===== config.mk =====
export PLATFORM = sky130hd
export DESIGN_NAME = voice_allocator_oldest_steal_top
export DESIGN_NICKNAME = d
export VERILOG_FILES = /design/src/design/vaos_pkg.sv /design/src/design/voice_allocator_oldest_steal_top.sv
export SDC_FILE = /design/constraint.sdc
export NUM_CORES = 1
export LEC_CHECK = 0
export ABC_CLOCK_PERIOD_IN_PS = 16900
export BUFFER_PORTS_ARGS = -buffer_cell sky130_fd_sc_hd__buf_2
export CAP_MARGIN = 25
export CORE_MARGIN = 8
export CORE_UTILIZATION = 40
export CTS_BUF_LIST = sky130_fd_sc_hd__clkbuf_16
export CTS_CLUSTER_SIZE = 12
export DETAILED_ROUTE_END_ITERATION = 10
export PLACE_DENSITY = 0.56
export SYNTH_ARGS = -nofsm -noshare
export SYNTH_HDL_FRONTEND = slang
export SYNTH_SLANG_ARGS = --single-unit

===== constraint.sdc =====
create_clock -name clk_i -period 16.9 [get_ports clk_i]
set_input_delay 2.535 -clock clk_i [delete_from_list [all_inputs] [get_ports clk_i]]
set_output_delay 2.535 -clock clk_i [all_outputs]
set_load 0.02 [all_outputs]

===== src/design/vaos_pkg.sv =====
package vaos_pkg;

  localparam int unsigned VoicesDef = 8;
  localparam int unsigned MaxVoices = 8;
  localparam logic [31:0] TagStart  = 32'd23456;

  typedef enum logic [1:0] {
    KIND_ON   = 2'd0,
    KIND_OFF  = 2'd1,
    KIND_DONE = 2'd2,
    KIND_NONE = 2'd3
  } kind_e;

  typedef enum logic [1:0] {
    ACT_NONE    = 2'd0,
    ACT_START   = 2'd1,
    ACT_RELEASE = 2'd2,
    ACT_FREED   = 2'd3
  } action_e;

  typedef enum logic {
    REG_VOICE_COUNT = 1'b0,
    REG_GROUP_MAP   = 1'b1
  } reg_idx_e;

endpackage


===== src/design/voice_allocator_oldest_steal_top.sv =====
// Polyphonic voice allocator with oldest-voice stealing.
// Input channel (in_valid_i / in_stall_o): one event beat per item: note on,
// note off or voice done. A beat is taken only while the block is idle.
// Output channel (out_valid_o / out_stall_i): one or more command beats per
// event; out_last_o marks the final beat of an event.
// Config channel (cfg_valid_i / cfg_ready_o): index 0 voice_count, index 1
// group_map; ready is always high. Writes are to be made while the block
// is idle; the block itself does not enforce it. One sequencer walks the
// attached voices one per cycle with a single 32-bit tag comparator,
// pausing at a result while the output register is stalled. Note on: the
// free scan takes the first free voice of the group; when none is free,
// an oldest scan follows that steals the oldest voice of the group, or
// finds the group empty. Note off: a release beat for each matching
// voice, or a single no-match beat. Voice done: a single beat. The next
// event is taken in the cycle after the last beat is loaded; events of
// kind 3 are dropped.
// Results go through one output register; while out_stall_i holds it, the
// sequencer waits at its next result and resumes when the register drains.
// Reset frees every voice, clears notes, tags and sounding flags, sets the
// tag counter to 23456, voice_count to 8 and group_map to 0.
module voice_allocator_oldest_steal_top #(
  parameter int unsigned VOICES = vaos_pkg::VoicesDef
) (
  input  logic        clk_i,
  input  logic        rst_ni,
  input  logic        in_valid_i,
  output logic        in_stall_o,
  input  logic [1:0]  in_kind_i,
  input  logic [6:0]  in_note_i,
  input  logic [6:0]  in_velocity_i,
  input  logic [3:0]  in_group_i,
  input  logic [2:0]  in_voice_sel_i,
  output logic        out_valid_o,
  input  logic        out_stall_i,
  output logic [1:0]  out_action_o,
  output logic [2:0]  out_voice_o,
  output logic [31:0] out_tag_o,
  output logic [6:0]  out_note_out_o,
  output logic [6:0]  out_velocity_out_o,
  output logic [3:0]  out_active_count_o,
  output logic        out_last_o,
  input  logic        cfg_valid_i,
  output logic        cfg_ready_o,
  input  logic        cfg_index_i,
  input  logic [31:0] cfg_data_i
);

  localparam int unsigned NV = (VOICES < vaos_pkg::MaxVoices) ? VOICES : vaos_pkg::MaxVoices;
  localparam int unsigned IW = $clog2(NV);
  localparam int unsigned CW = $clog2(NV + 1);

  typedef enum logic [4:0] {
    S_IDLE = 5'b00001,
    S_FREE = 5'b00010,
    S_OLD  = 5'b00100,
    S_OFF  = 5'b01000,
    S_DONE = 5'b10000
  } state_e;

  state_e state_q, state_d;

  logic [3:0]  voice_count_q;
  logic [31:0] group_map_q;

  logic [NV-1:0] voice_free_q, voice_free_d;
  logic [NV-1:0] voice_sound_q, voice_sound_d;
  logic [6:0]    voice_note_q [NV];
  logic [6:0]    voice_note_d [NV];
  logic [31:0]   voice_tag_q  [NV];
  logic [31:0]   voice_tag_d  [NV];
  logic [31:0]   next_tag_q, next_tag_d;

  logic [6:0]  note_q, vel_q;
  logic [3:0]  grp_q;
  logic [2:0]  sel_q;
  logic [6:0]  note_d, vel_d;
  logic [3:0]  grp_d;
  logic [2:0]  sel_d;

  logic [CW-1:0] idx_q, idx_d;
  logic [IW-1:0] pick_q, pick_d;
  logic [31:0]   best_q, best_d;
  logic          have_q, have_d;

  logic        out_valid_q, out_valid_d;
  logic [1:0]  out_action_q, out_action_d;
  logic [2:0]  out_voice_q, out_voice_d;
  logic [31:0] out_tag_q, out_tag_d;
  logic [6:0]  out_note_q, out_note_d;
  logic [6:0]  out_vel_q, out_vel_d;
  logic [3:0]  out_cnt_q, out_cnt_d;
  logic        out_last_q, out_last_d;

  logic [CW-1:0] n_att;
  logic [NV-1:0] att_mask, grp_hit, off_hit, above_mask;
  logic [IW-1:0] scan_ix, rd_ix;
  logic [31:0]   tag_rd;
  logic          tag_less;
  logic          out_rdy, in_acc, at_end, emit_start;
  logic [3:0]    cnt;

  assign n_att = (voice_count_q > 4'(NV)) ? CW'(NV) : CW'(voice_count_q);
  assign scan_ix = idx_q[IW-1:0];
  assign at_end = (idx_q == n_att);

  always_comb begin
    for (int i = 0; i < NV; i++) begin
      att_mask[i]   = (CW'(i) < n_att);
      grp_hit[i]    = att_mask[i] && (group_map_q[4*i +: 4] == grp_q);
      off_hit[i]    = grp_hit[i] && !voice_free_q[i] && (voice_note_q[i] == note_q);
      above_mask[i] = (CW'(i) > idx_q);
    end
  end

  // single read port into the tag file and the shared comparator
  assign rd_ix    = (state_q == S_DONE) ? sel_q[IW-1:0] : scan_ix;
  assign tag_rd   = voice_tag_q[rd_ix];
  assign tag_less = tag_rd < best_q;

  assign out_rdy = !out_valid_q || !out_stall_i;
  assign in_acc  = in_valid_i && (state_q == S_IDLE);

  always_comb begin
    cnt = '0;
    for (int i = 0; i < NV; i++) begin
      cnt = cnt + 4'(voice_sound_d[i] & att_mask[i]);
    end
  end

  always_comb begin
    state_d       = state_q;
    voice_free_d  = voice_free_q;
    voice_sound_d = voice_sound_q;
    voice_note_d  = voice_note_q;
    voice_tag_d   = voice_tag_q;
    next_tag_d    = next_tag_q;
    note_d        = note_q;
    vel_d         = vel_q;
    grp_d         = grp_q;
    sel_d         = sel_q;
    idx_d         = idx_q;
    pick_d        = pick_q;
    best_d        = best_q;
    have_d        = have_q;
    out_valid_d   = out_valid_q && out_stall_i;
    out_action_d  = out_action_q;
    out_voice_d   = out_voice_q;
    out_tag_d     = out_tag_q;
    out_note_d    = out_note_q;
    out_vel_d     = out_vel_q;
    out_last_d    = out_last_q;
    emit_start    = 1'b0;

    unique case (state_q)
      S_IDLE: begin
        if (in_acc) begin
          note_d = in_note_i;
          vel_d  = in_velocity_i;
          grp_d  = in_group_i;
          sel_d  = in_voice_sel_i;
          idx_d  = '0;
          have_d = 1'b0;
          unique case (vaos_pkg::kind_e'(in_kind_i))
            vaos_pkg::KIND_ON:   state_d = S_FREE;
            vaos_pkg::KIND_OFF:  state_d = S_OFF;
            vaos_pkg::KIND_DONE: state_d = S_DONE;
            default:             state_d = S_IDLE;
          endcase
        end
      end
      S_FREE: begin
        if (at_end) begin
          state_d = S_OLD;
          idx_d   = '0;
          have_d  = 1'b0;
        end else if (voice_free_q[scan_ix] && grp_hit[scan_ix]) begin
          if (out_rdy) begin
            pick_d     = scan_ix;
            emit_start = 1'b1;
            state_d    = S_IDLE;
          end
        end else begin
          idx_d = idx_q + CW'(1);
        end
      end
      S_OLD: begin
        if (at_end) begin
          if (out_rdy) begin
            state_d = S_IDLE;
            if (have_q) begin
              emit_start = 1'b1;
            end else begin
              out_valid_d  = 1'b1;
              out_action_d = vaos_pkg::ACT_NONE;
              out_voice_d  = '0;
              out_tag_d    = '0;
              out_note_d   = note_q;
              out_vel_d    = vel_q;
              out_last_d   = 1'b1;
            end
          end
        end else begin
          if (grp_hit[scan_ix] && (!have_q || tag_less)) begin
            pick_d = scan_ix;
            best_d = tag_rd;
            have_d = 1'b1;
          end
          idx_d = idx_q + CW'(1);
        end
      end
      S_OFF: begin
        if (at_end) begin
          if (out_rdy) begin
            out_valid_d  = 1'b1;
            out_action_d = vaos_pkg::ACT_NONE;
            out_voice_d  = '0;
            out_tag_d    = '0;
            out_note_d   = note_q;
            out_vel_d    = vel_q;
            out_last_d   = 1'b1;
            state_d      = S_IDLE;
          end
        end else if (off_hit[scan_ix]) begin
          if (out_rdy) begin
            voice_sound_d[scan_ix] = 1'b0;
            out_valid_d  = 1'b1;
            out_action_d = vaos_pkg::ACT_RELEASE;
            out_voice_d  = 3'(scan_ix);
            out_tag_d    = tag_rd;
            out_note_d   = note_q;
            out_vel_d    = vel_q;
            out_last_d   = ~|(off_hit & above_mask);
            idx_d        = idx_q + CW'(1);
            if (out_last_d) begin
              state_d = S_IDLE;
            end
          end
        end else begin
          idx_d = idx_q + CW'(1);
        end
      end
      S_DONE: begin
        if (out_rdy) begin
          out_valid_d = 1'b1;
          out_voice_d = sel_q;
          out_vel_d   = '0;
          out_last_d  = 1'b1;
          state_d     = S_IDLE;
          if (4'(sel_q) < 4'(n_att)) begin
            voice_free_d[sel_q[IW-1:0]]  = 1'b1;
            voice_sound_d[sel_q[IW-1:0]] = 1'b0;
            voice_note_d[sel_q[IW-1:0]]  = '0;
            out_action_d = vaos_pkg::ACT_FREED;
            out_tag_d    = tag_rd;
            out_note_d   = voice_note_q[sel_q[IW-1:0]];
          end else begin
            out_action_d = vaos_pkg::ACT_NONE;
            out_tag_d    = '0;
            out_note_d   = '0;
          end
        end
      end
      default: state_d = S_IDLE;
    endcase

    if (emit_start) begin
      voice_tag_d[pick_d]   = next_tag_q;
      voice_note_d[pick_d]  = note_q;
      voice_free_d[pick_d]  = 1'b0;
      voice_sound_d[pick_d] = 1'b1;
      next_tag_d   = next_tag_q + 32'd1;
      out_valid_d  = 1'b1;
      out_action_d = vaos_pkg::ACT_START;
      out_voice_d  = 3'(pick_d);
      out_tag_d    = next_tag_q;
      out_note_d   = note_q;
      out_vel_d    = vel_q;
      out_last_d   = 1'b1;
    end
  end

  assign out_cnt_d = (out_valid_d && !(out_valid_q && out_stall_i)) ? cnt : out_cnt_q;

  always_ff @(posedge clk_i or negedge rst_ni) begin
    if (!rst_ni) begin
      state_q       <= S_IDLE;
      voice_count_q <= 4'd8;
      group_map_q   <= '0;
      voice_free_q  <= '1;
      voice_sound_q <= '0;
      next_tag_q    <= vaos_pkg::TagStart;
      out_valid_q   <= 1'b0;
      for (int i = 0; i < NV; i++) begin
        voice_note_q[i] <= '0;
        voice_tag_q[i]  <= '0;
      end
    end else begin
      state_q       <= state_d;
      voice_free_q  <= voice_free_d;
      voice_sound_q <= voice_sound_d;
      voice_note_q  <= voice_note_d;
      voice_tag_q   <= voice_tag_d;
      next_tag_q    <= next_tag_d;
      out_valid_q   <= out_valid_d;
      if (cfg_valid_i) begin
        unique case (vaos_pkg::reg_idx_e'(cfg_index_i))
          vaos_pkg::REG_VOICE_COUNT: voice_count_q <= cfg_data_i[3:0];
          vaos_pkg::REG_GROUP_MAP:   group_map_q   <= cfg_data_i;
          default: ;
        endcase
      end
    end
  end

  always_ff @(posedge clk_i) begin
    note_q       <= note_d;
    vel_q        <= vel_d;
    grp_q        <= grp_d;
    sel_q        <= sel_d;
    idx_q        <= idx_d;
    pick_q       <= pick_d;
    best_q       <= best_d;
    have_q       <= have_d;
    out_action_q <= out_action_d;
    out_voice_q  <= out_voice_d;
    out_tag_q    <= out_tag_d;
    out_note_q   <= out_note_d;
    out_vel_q    <= out_vel_d;
    out_cnt_q    <= out_cnt_d;
    out_last_q   <= out_last_d;
  end

  assign in_stall_o         = (state_q != S_IDLE);
  assign cfg_ready_o        = 1'b1;
  assign out_valid_o        = out_valid_q;
  assign out_action_o       = out_action_q;
  assign out_voice_o        = out_voice_q;
  assign out_tag_o          = out_tag_q;
  assign out_note_out_o     = out_note_q;
  assign out_velocity_out_o = out_vel_q;
  assign out_active_count_o = out_cnt_q;
  assign out_last_o         = out_last_q;

  // a sounding voice is never free
  assert property (@(posedge clk_i) disable iff (!rst_ni)
    (voice_sound_q & voice_free_q) == '0)
    else $error("sounding voice marked free");

  // a new result beat is only produced by a busy sequencer
  assert property (@(posedge clk_i) disable iff (!rst_ni)
    (out_valid_q && !$past(out_valid_q)) |-> ($past(state_q) != S_IDLE))
    else $error("result beat from idle sequencer");

  // the tag counter steps by one on each start beat
  assert property (@(posedge clk_i) disable iff (!rst_ni)
    emit_start |=> (next_tag_q == $past(next_tag_q) + 32'd1))
    else $error("tag counter did not advance on start");

endmodule


### Word level (Yosys, flattened, before mapping)

Cells that the tools add are included.

* $add $sub $neg: 9
* multiply operators: 0
* divide/modulo/power cells: 0
* magnitude comparators: 30
* eq/ne operators: 48
* shifts and indexed selects: 0
* mux-type cells: 146
* bitwise gates (word level): 24
* reductions and logical operators: 66

Operators by type and width (number)
* 2-to-1 mux 32 bit: 13
* bitwise mux 256 bit: 1
* 2-to-1 mux 56 bit: 4
* 2-to-1 mux 7 bit: 21
* binary-select mux 32 bit (select 3 bit): 1
* demux 32 bit (select 3 bit): 1
* case mux 32 bit (3 select lines): 1
* 2-to-1 mux 8 bit: 10
* AND 56 bit: 1
* bitwise mux 56 bit: 1
* equality test 7 bit: 8
* inverter 56 bit: 1
* 2-to-1 mux 3 bit: 15
* 2-to-1 mux 5 bit: 9
* demux 7 bit (select 3 bit): 2
* case mux 7 bit (3 select lines): 2
* equality test 4 bit: 9
* logical AND 1 bit: 34
* inequality test 3 bit, second input constant: 11
* adder 32 x 1 -> 32 bit, second input constant: 1
* AND 8 bit: 4
* < comparator 32 bit: 1
* 2-to-1 mux 4 bit: 8
* 2-to-1 mux 1 bit: 30
* other kinds (56): 134

* register bits: 519
* latch bits: 0
* bits in writable memories: 0
* memory bits (read-only): 0
* input port bits: 61
* output and inout bits: 59
* logic and storage cells: 361
* memories kept: 0

### Longest topological paths before layout

* depth after elaboration: 26
* gate-level depth with buffers: 27
* mapped depth without buffers: 25

### Least setup slack after synthesis

No wires, ideal clock.

* kind: register -> register
* from: register state_q[1]
* to: register out_cnt_q[2] (netlist: out_active_count_o[2]) (data pin)
* setup time: 258 ps
* arrival: 7516 ps
* required time: 16642 ps
* slack: 9127 ps
* cell stages (with the launch flop): 28
* path buffers: 3
* period minus slack after synthesis: 7773 ps
* path through: dfrtp_1 nor3_2 and3_1 buf_2 mux2i_1 clkbuf_1 mux4_2 mux2_2 ha_1 nand4_1 nor4_1 nand2_1 nor4_1 o311ai_1 nand3_1 a21oi_1 o21ai_1 buf_2 a21oi_1 fa_1 inv_1 fa_1 inv_1 fa_1 ha_1 inv_1 fa_1 xnor2_1

* word-level cells in the longest chain between the ends: 26
* elaborated cells between the ends (all ways): 39
* those cells by class: add/sub: 7; order compare: 3; eq/ne: 4; mux: 12; bitwise: 10; reduce/logical: 3

RTL lines
* start: declaration: RTL line voice_allocator_oldest_steal_top.sv:60 `state_e state_q, state_d;`
* start signal: assignment: RTL line voice_allocator_oldest_steal_top.sv:298 `state_q <= state_d;`
* equality test 5 bit *: RTL line voice_allocator_oldest_steal_top.sv:116 `assign rd_ix = (state_q == S_DONE) ? sel_q[IW-1:0] : scan_ix;`
* 2-to-1 mux 3 bit *: RTL line voice_allocator_oldest_steal_top.sv:116
* inverter 3 -> 4 bit (implied by the code) *: RTL line voice_allocator_oldest_steal_top.sv:117 `assign tag_rd = voice_tag_q[rd_ix];`
* binary-select mux 32 bit (select 3 bit) *: RTL line voice_allocator_oldest_steal_top.sv:117
* 2-to-1 mux 32 bit (implied by the code) * (2 in a row): RTL line voice_allocator_oldest_steal_top.sv:117
* named net tag_rd[25]: RTL line voice_allocator_oldest_steal_top.sv:97 `logic [31:0] tag_rd;`
* < comparator 32 bit *: RTL line voice_allocator_oldest_steal_top.sv:118 `assign tag_less = tag_rd < best_q;`
* logical OR 1 bit *: RTL line voice_allocator_oldest_steal_top.sv:203 `if (grp_hit[scan_ix] && (!have_q || tag_less)) begin`
* [9 not listed]
* 2-to-1 mux 8 bit *: RTL line voice_allocator_oldest_steal_top.sv:266 `if (emit_start) begin`
* AND 1 bit: RTL line voice_allocator_oldest_steal_top.sv:126 `cnt = cnt + 4'(voice_sound_d[i] & att_mask[i]);`
* adder 1 x 1 -> 2 bit: RTL line voice_allocator_oldest_steal_top.sv:126
* adder 2 x 1 -> 3 bit: RTL line voice_allocator_oldest_steal_top.sv:126
* adder 3 x 1 -> 4 bit: RTL line voice_allocator_oldest_steal_top.sv:126
* adder 4 x 1 -> 4 bit (3 in a row): RTL line voice_allocator_oldest_steal_top.sv:126
* adder 4 x 1 -> 4 bit *: RTL line voice_allocator_oldest_steal_top.sv:126
* named net cnt[2]: RTL line voice_allocator_oldest_steal_top.sv:100 `logic [3:0] cnt;`
* end signal: assignment: RTL line voice_allocator_oldest_steal_top.sv:329 `out_cnt_q <= out_cnt_d;`
* end: declaration: RTL line voice_allocator_oldest_steal_top.sv:91 `logic [3:0] out_cnt_q, out_cnt_d;`

Mark *: on every way through the listed nets, which the timed path passes. The rest lies on a longest branch. The select of a mux whose other input is x is not followed.
A chain may end at the register's enable or synchronous reset.

### Worst setup path after layout

* from: register state_q[1]
* to: register out_cnt_q[1] (netlist: out_active_count_o[1]) (data pin)

The elaborated chain is that of the path after synthesis.

==> results.md <==
* Outcome: completed
* CP Class: flop to flop
* CP endpoint kind: flop
* Flops & latches, synth at 519
* PortBufs at 118
* CTS Sinks at 519
* Largest family of logic cells by synthesized area: multiplexers
* # setup viols final at 0
* CTS tree: done
* CTS Hold Bufs at 0
* Largest area contributor in the netlist: dfrtp_1
* CP startpoint kind: flop
* Drt first pass iters at 5
* Starting Density at 40.34%
* Multi-input gate area at 11090 um2
* Net Sw Power at 1.251 mW
* Max Transition Viols Final at 0
* GP Congestion at 0.8731
* Avg Vias per Cell at 5.477
* Cell area after layout at 28640 um2
* Die ar. at 71700 um2
* Synth Cell Area at 25360 um2
* Hold WC Path Type: flop to flop
* Post-synthesis area per instance at 12.90 um2
* Int Power at 2.436 mW
* Synth-to-layout area growth at 12.95%
* Syn nets at 2070
* Clk root buf: clkbuf_16
* Placed instance area at 26860 um2
* H-tree levels at 2
* Slew headroom at 27.56%
* Slew @ Worst Pin at 1.071 ns
* Register area share after synthesis at 53.38%
* Std cell rows at 92
* CP arrival at 10.66 ns
* GRT Total Usage at 18.93%
* Worst-case clock buffer depth at 3
* DRT iter0 DRCs at 1200
* Buf/Inv on CP at 7
* Area share of and/or/nand/nor cells after synthesis at 7.717%
* Utilization after layout at 45.57%
* CTS Buf Count at 57
* Pin count of the biggest net entering global routing at 97
* VDD IR-drop max at 78.42 uV
* MaxCap Viol Count at 0
* Slowest cell on crit path: buf_4
* Hold Vio Cnt, Final at 0
* Clk network pwr share at 31.3%
* EDFF count, synth at 111
* Io pins at 120
* Clock slew at reported path FFs at 0.06 ns
* Worst Path Max Fanout at 42
* Vias in the first global route at 16.93k
* Crit path time final at 10.27 ns
* Leakage dissipation at 13.65 nW
* Xor/xnor share of the synthesized area at 4.283%
* Adder-Cell Fraction of Synth Area at 2.280%
* Core Region at 62850 um2
* PostCTS Resize Cnt at 0
* Die height at 267.8 um
* Reg power frac at 42.3%
* Final Skew at 0.03677 ns
* Slowest stage delay, CP at 0.80 ns
* Gate Count Post-Synth at 1966
* Register area at 13530 um2
* Main synth FF type: dfrtp_1
* Yosys cell types at 86
* Async SR Flop Fraction at 77.46%
* Top delay family on crit path: simple AND/OR/NAND/NOR gates
* Tcrit/Tclk final at 60.77%
* Vias post-DR at 16.12k
* Global route total overflow at 0
* WP data required at 17.29 ns
* Post-CTS setup buffers at 0
* Hold_ws at 0.4799 ns
* Fillers at 5774
* FMAX at 97.38 MHz
* Area contributors post-synth: dfrtp_1 (38%), edfxtp_1 (13%), mux2_2 (8.0%), mux4_2 (6.8%), mux2_1 (6.5%)
* Place WS at 6.606 ns
* Pwr dens at 128.7 nW/um2
* Initial antenna violation count at 3
* Sw Share at 33.93%
* Compound-Gate Fraction of Synth Area at 4.826%
* DRC at 0
* Setup TNS at 0 ns
* Worst skew pair latency at 0.63 ns
* RSZ-0062 raised after global routing: no
* Final worst slack at 6.630 ns
* Yosys top cell area share at 37.99%
* Final nets at 2150
* Dpl hpwl at 43.16 mm
* Post-synthesis mux area share at 24.12%
* Syn. warnings at 0
* Routed len/inst at 23.02 um
* Global-route wire length before repair at 104.9 mm
* ANT nets after route at 0
* Combinational Power Share at 26.4%
* DRT Wirelength at 67.74 mm
* Layout cell share with drive strength beyond 1 at 25.87%
* Width of the die at 267.8 um
[Yosys cell counts, types with 6 or more instances]
cell type  number
a211oi_1        6
a21oi_1        36
a31oi_1         6
and2_1         17
and3_1         11
buf_1          10
buf_2          32
buf_4           7
clkbuf_1       81
clkinv_1        8
dfrtp_1       385
dfstp_2        17
dfxtp_1         6
edfxtp_1      111
ha_1           39
inv_1          63
mux2_1        146
mux2_2        180
mux2i_1        71
mux4_2         77
nand2_1       197
nand2b_1        6
nand3_1        37
nand4_1        21
nor2_1         52
nor2b_1         7
nor3_1         16
nor4_1         15
o211ai_1       11
o21a_1          6
o21ai_0        55
o22ai_1         7
xnor2_1        65
xor2_1         59
[final timing paths]
check / startpoint / to / slack, ns / cells after the start
worst max-delay path: state_q[1] / out_active_count_o[1] / 6.63 / 27
min in group asynchronous: rst_ni / voice_tag_q[127] / 1.97 / 1
max in group asynchronous: rst_ni / next_tag_q[5] / 13.22 / 4
worst max register to register: state_q[1] / out_active_count_o[1] / 6.63 / 27
worst min-delay path: voice_tag_q[46] / voice_tag_q[46] / 0.48 / 1
worst min register to register: voice_tag_q[46] / voice_tag_q[46] / 0.48 / 1
[cells by family after synthesis]
kind of cell	after synthesis
buffers and inverters	205
xor gates and xnor gates	124
adders and majority gates	44
and+or+nand+nor	411
AOI/OAI and AO/OA	188
DFF	519
other	1
muxes	474
[worst register-to-register path, cell delays in order, from the launching register on]
cell and delay, ns:
dfrtp_1 0.45, nor3_2 0.28, and3_1 0.74, mux2i_4 0.35, buf_4 0.42, buf_4 0.83, mux4_2 0.62, mux2_2 0.30
ha_1 0.30, nand4_1 0.13, nor4_1 0.72, nand2_1 0.15, nor4_1 0.51, o311ai_1 0.26, nand3_1 0.25, a21oi_1 0.20
o21ai_4 0.15, buf_4 0.67, a21oi_1 0.20, fa_1 0.55, inv_1 0.06, fa_1 0.53, inv_1 0.06, fa_1 0.53
ha_1 0.17, inv_1 0.06, fa_1 0.49, inv_1 0.05
[layout make-up]
cell class | instances | share of cell area [%]
Clock buffer | 59 | 5.155
Timing Repair Buffer | 154 | 3.364
Multi-Input combinational cell | 1242 | 38.71
Tap cell | 846 | 3.696
Antenna cell | 2 | 0.01747
Inverter | 72 | 0.9436
Clock inverter | 49 | 0.8563
Sequential cell | 519 | 47.26
[through the flow]
step / std cells / power [mW]
2_1_floorplan: 1966 / 2.210
3_3_place_gp: 2827 / 2.542
3_5_place_dp: 2831 / 2.558
4_1_cts: 2939 / 3.725
5_1_grt: 2941 / 3.868
6_report: 2943 / 3.686
[power by group through the flow]
stage	clock network (mW)	logic [mW]	registers (mW)
2_1_floorplan	0	0.639	1.57
3_3_place_gp	0	0.966	1.58
3_5_place_dp	0	0.978	1.58
4_1_cts	1.18	0.983	1.56
5_1_grt	1.24	1.06	1.57
6_report	1.15	0.974	1.56
[state kept, by name, summed over array words and instances, names as in the netlist, 4 cells and up]
name	count
best_q	32
voice_free_q	8
next_tag_q	32
note_q	7
voice_tag_q	256
voice_count_q	4
idx_q	4
out_active_count_o	4
state_q	5
out_note_out_o	7
voice_note_q	56
voice_sound_q	8
grp_q	4
group_map_q	32
out_velocity_out_o	7
vel_q	7
out_tag_o	32
[cell usage in the layout, fill, tap and decap left out, types with 55 or more instances in the layout]
| cell | netlist | layout |
|---|---|---|
| mux2_2 | 180 | 180 |
| buf_2 | 32 | 117 |
| mux2_1 | 146 | 146 |
| mux2i_1 | 71 | 69 |
| o21ai_0 | 55 | 55 |
| xor2_1 | 59 | 59 |
| xnor2_1 | 65 | 65 |
| mux4_2 | 77 | 77 |
| nand2_1 | 197 | 197 |
| dfrtp_1 | 385 | 385 |
| edfxtp_1 | 111 | 111 |
| clkbuf_16 | 0 | 59 |
| inv_1 | 63 | 78 |
[routing by layer]
metal  part of all wire [%]  up-vias  wire [um]  GRT usage [%]
met5                  0.019        -         13              0
met4                    2.0        2       1381          4.826
met3                    6.1      116       4124          4.098
met2                     46      469      31180          29.88
met1                     46     8312      31040          26.50
li1                       -     7219          -              -
(Power assumes the default switching activity.)
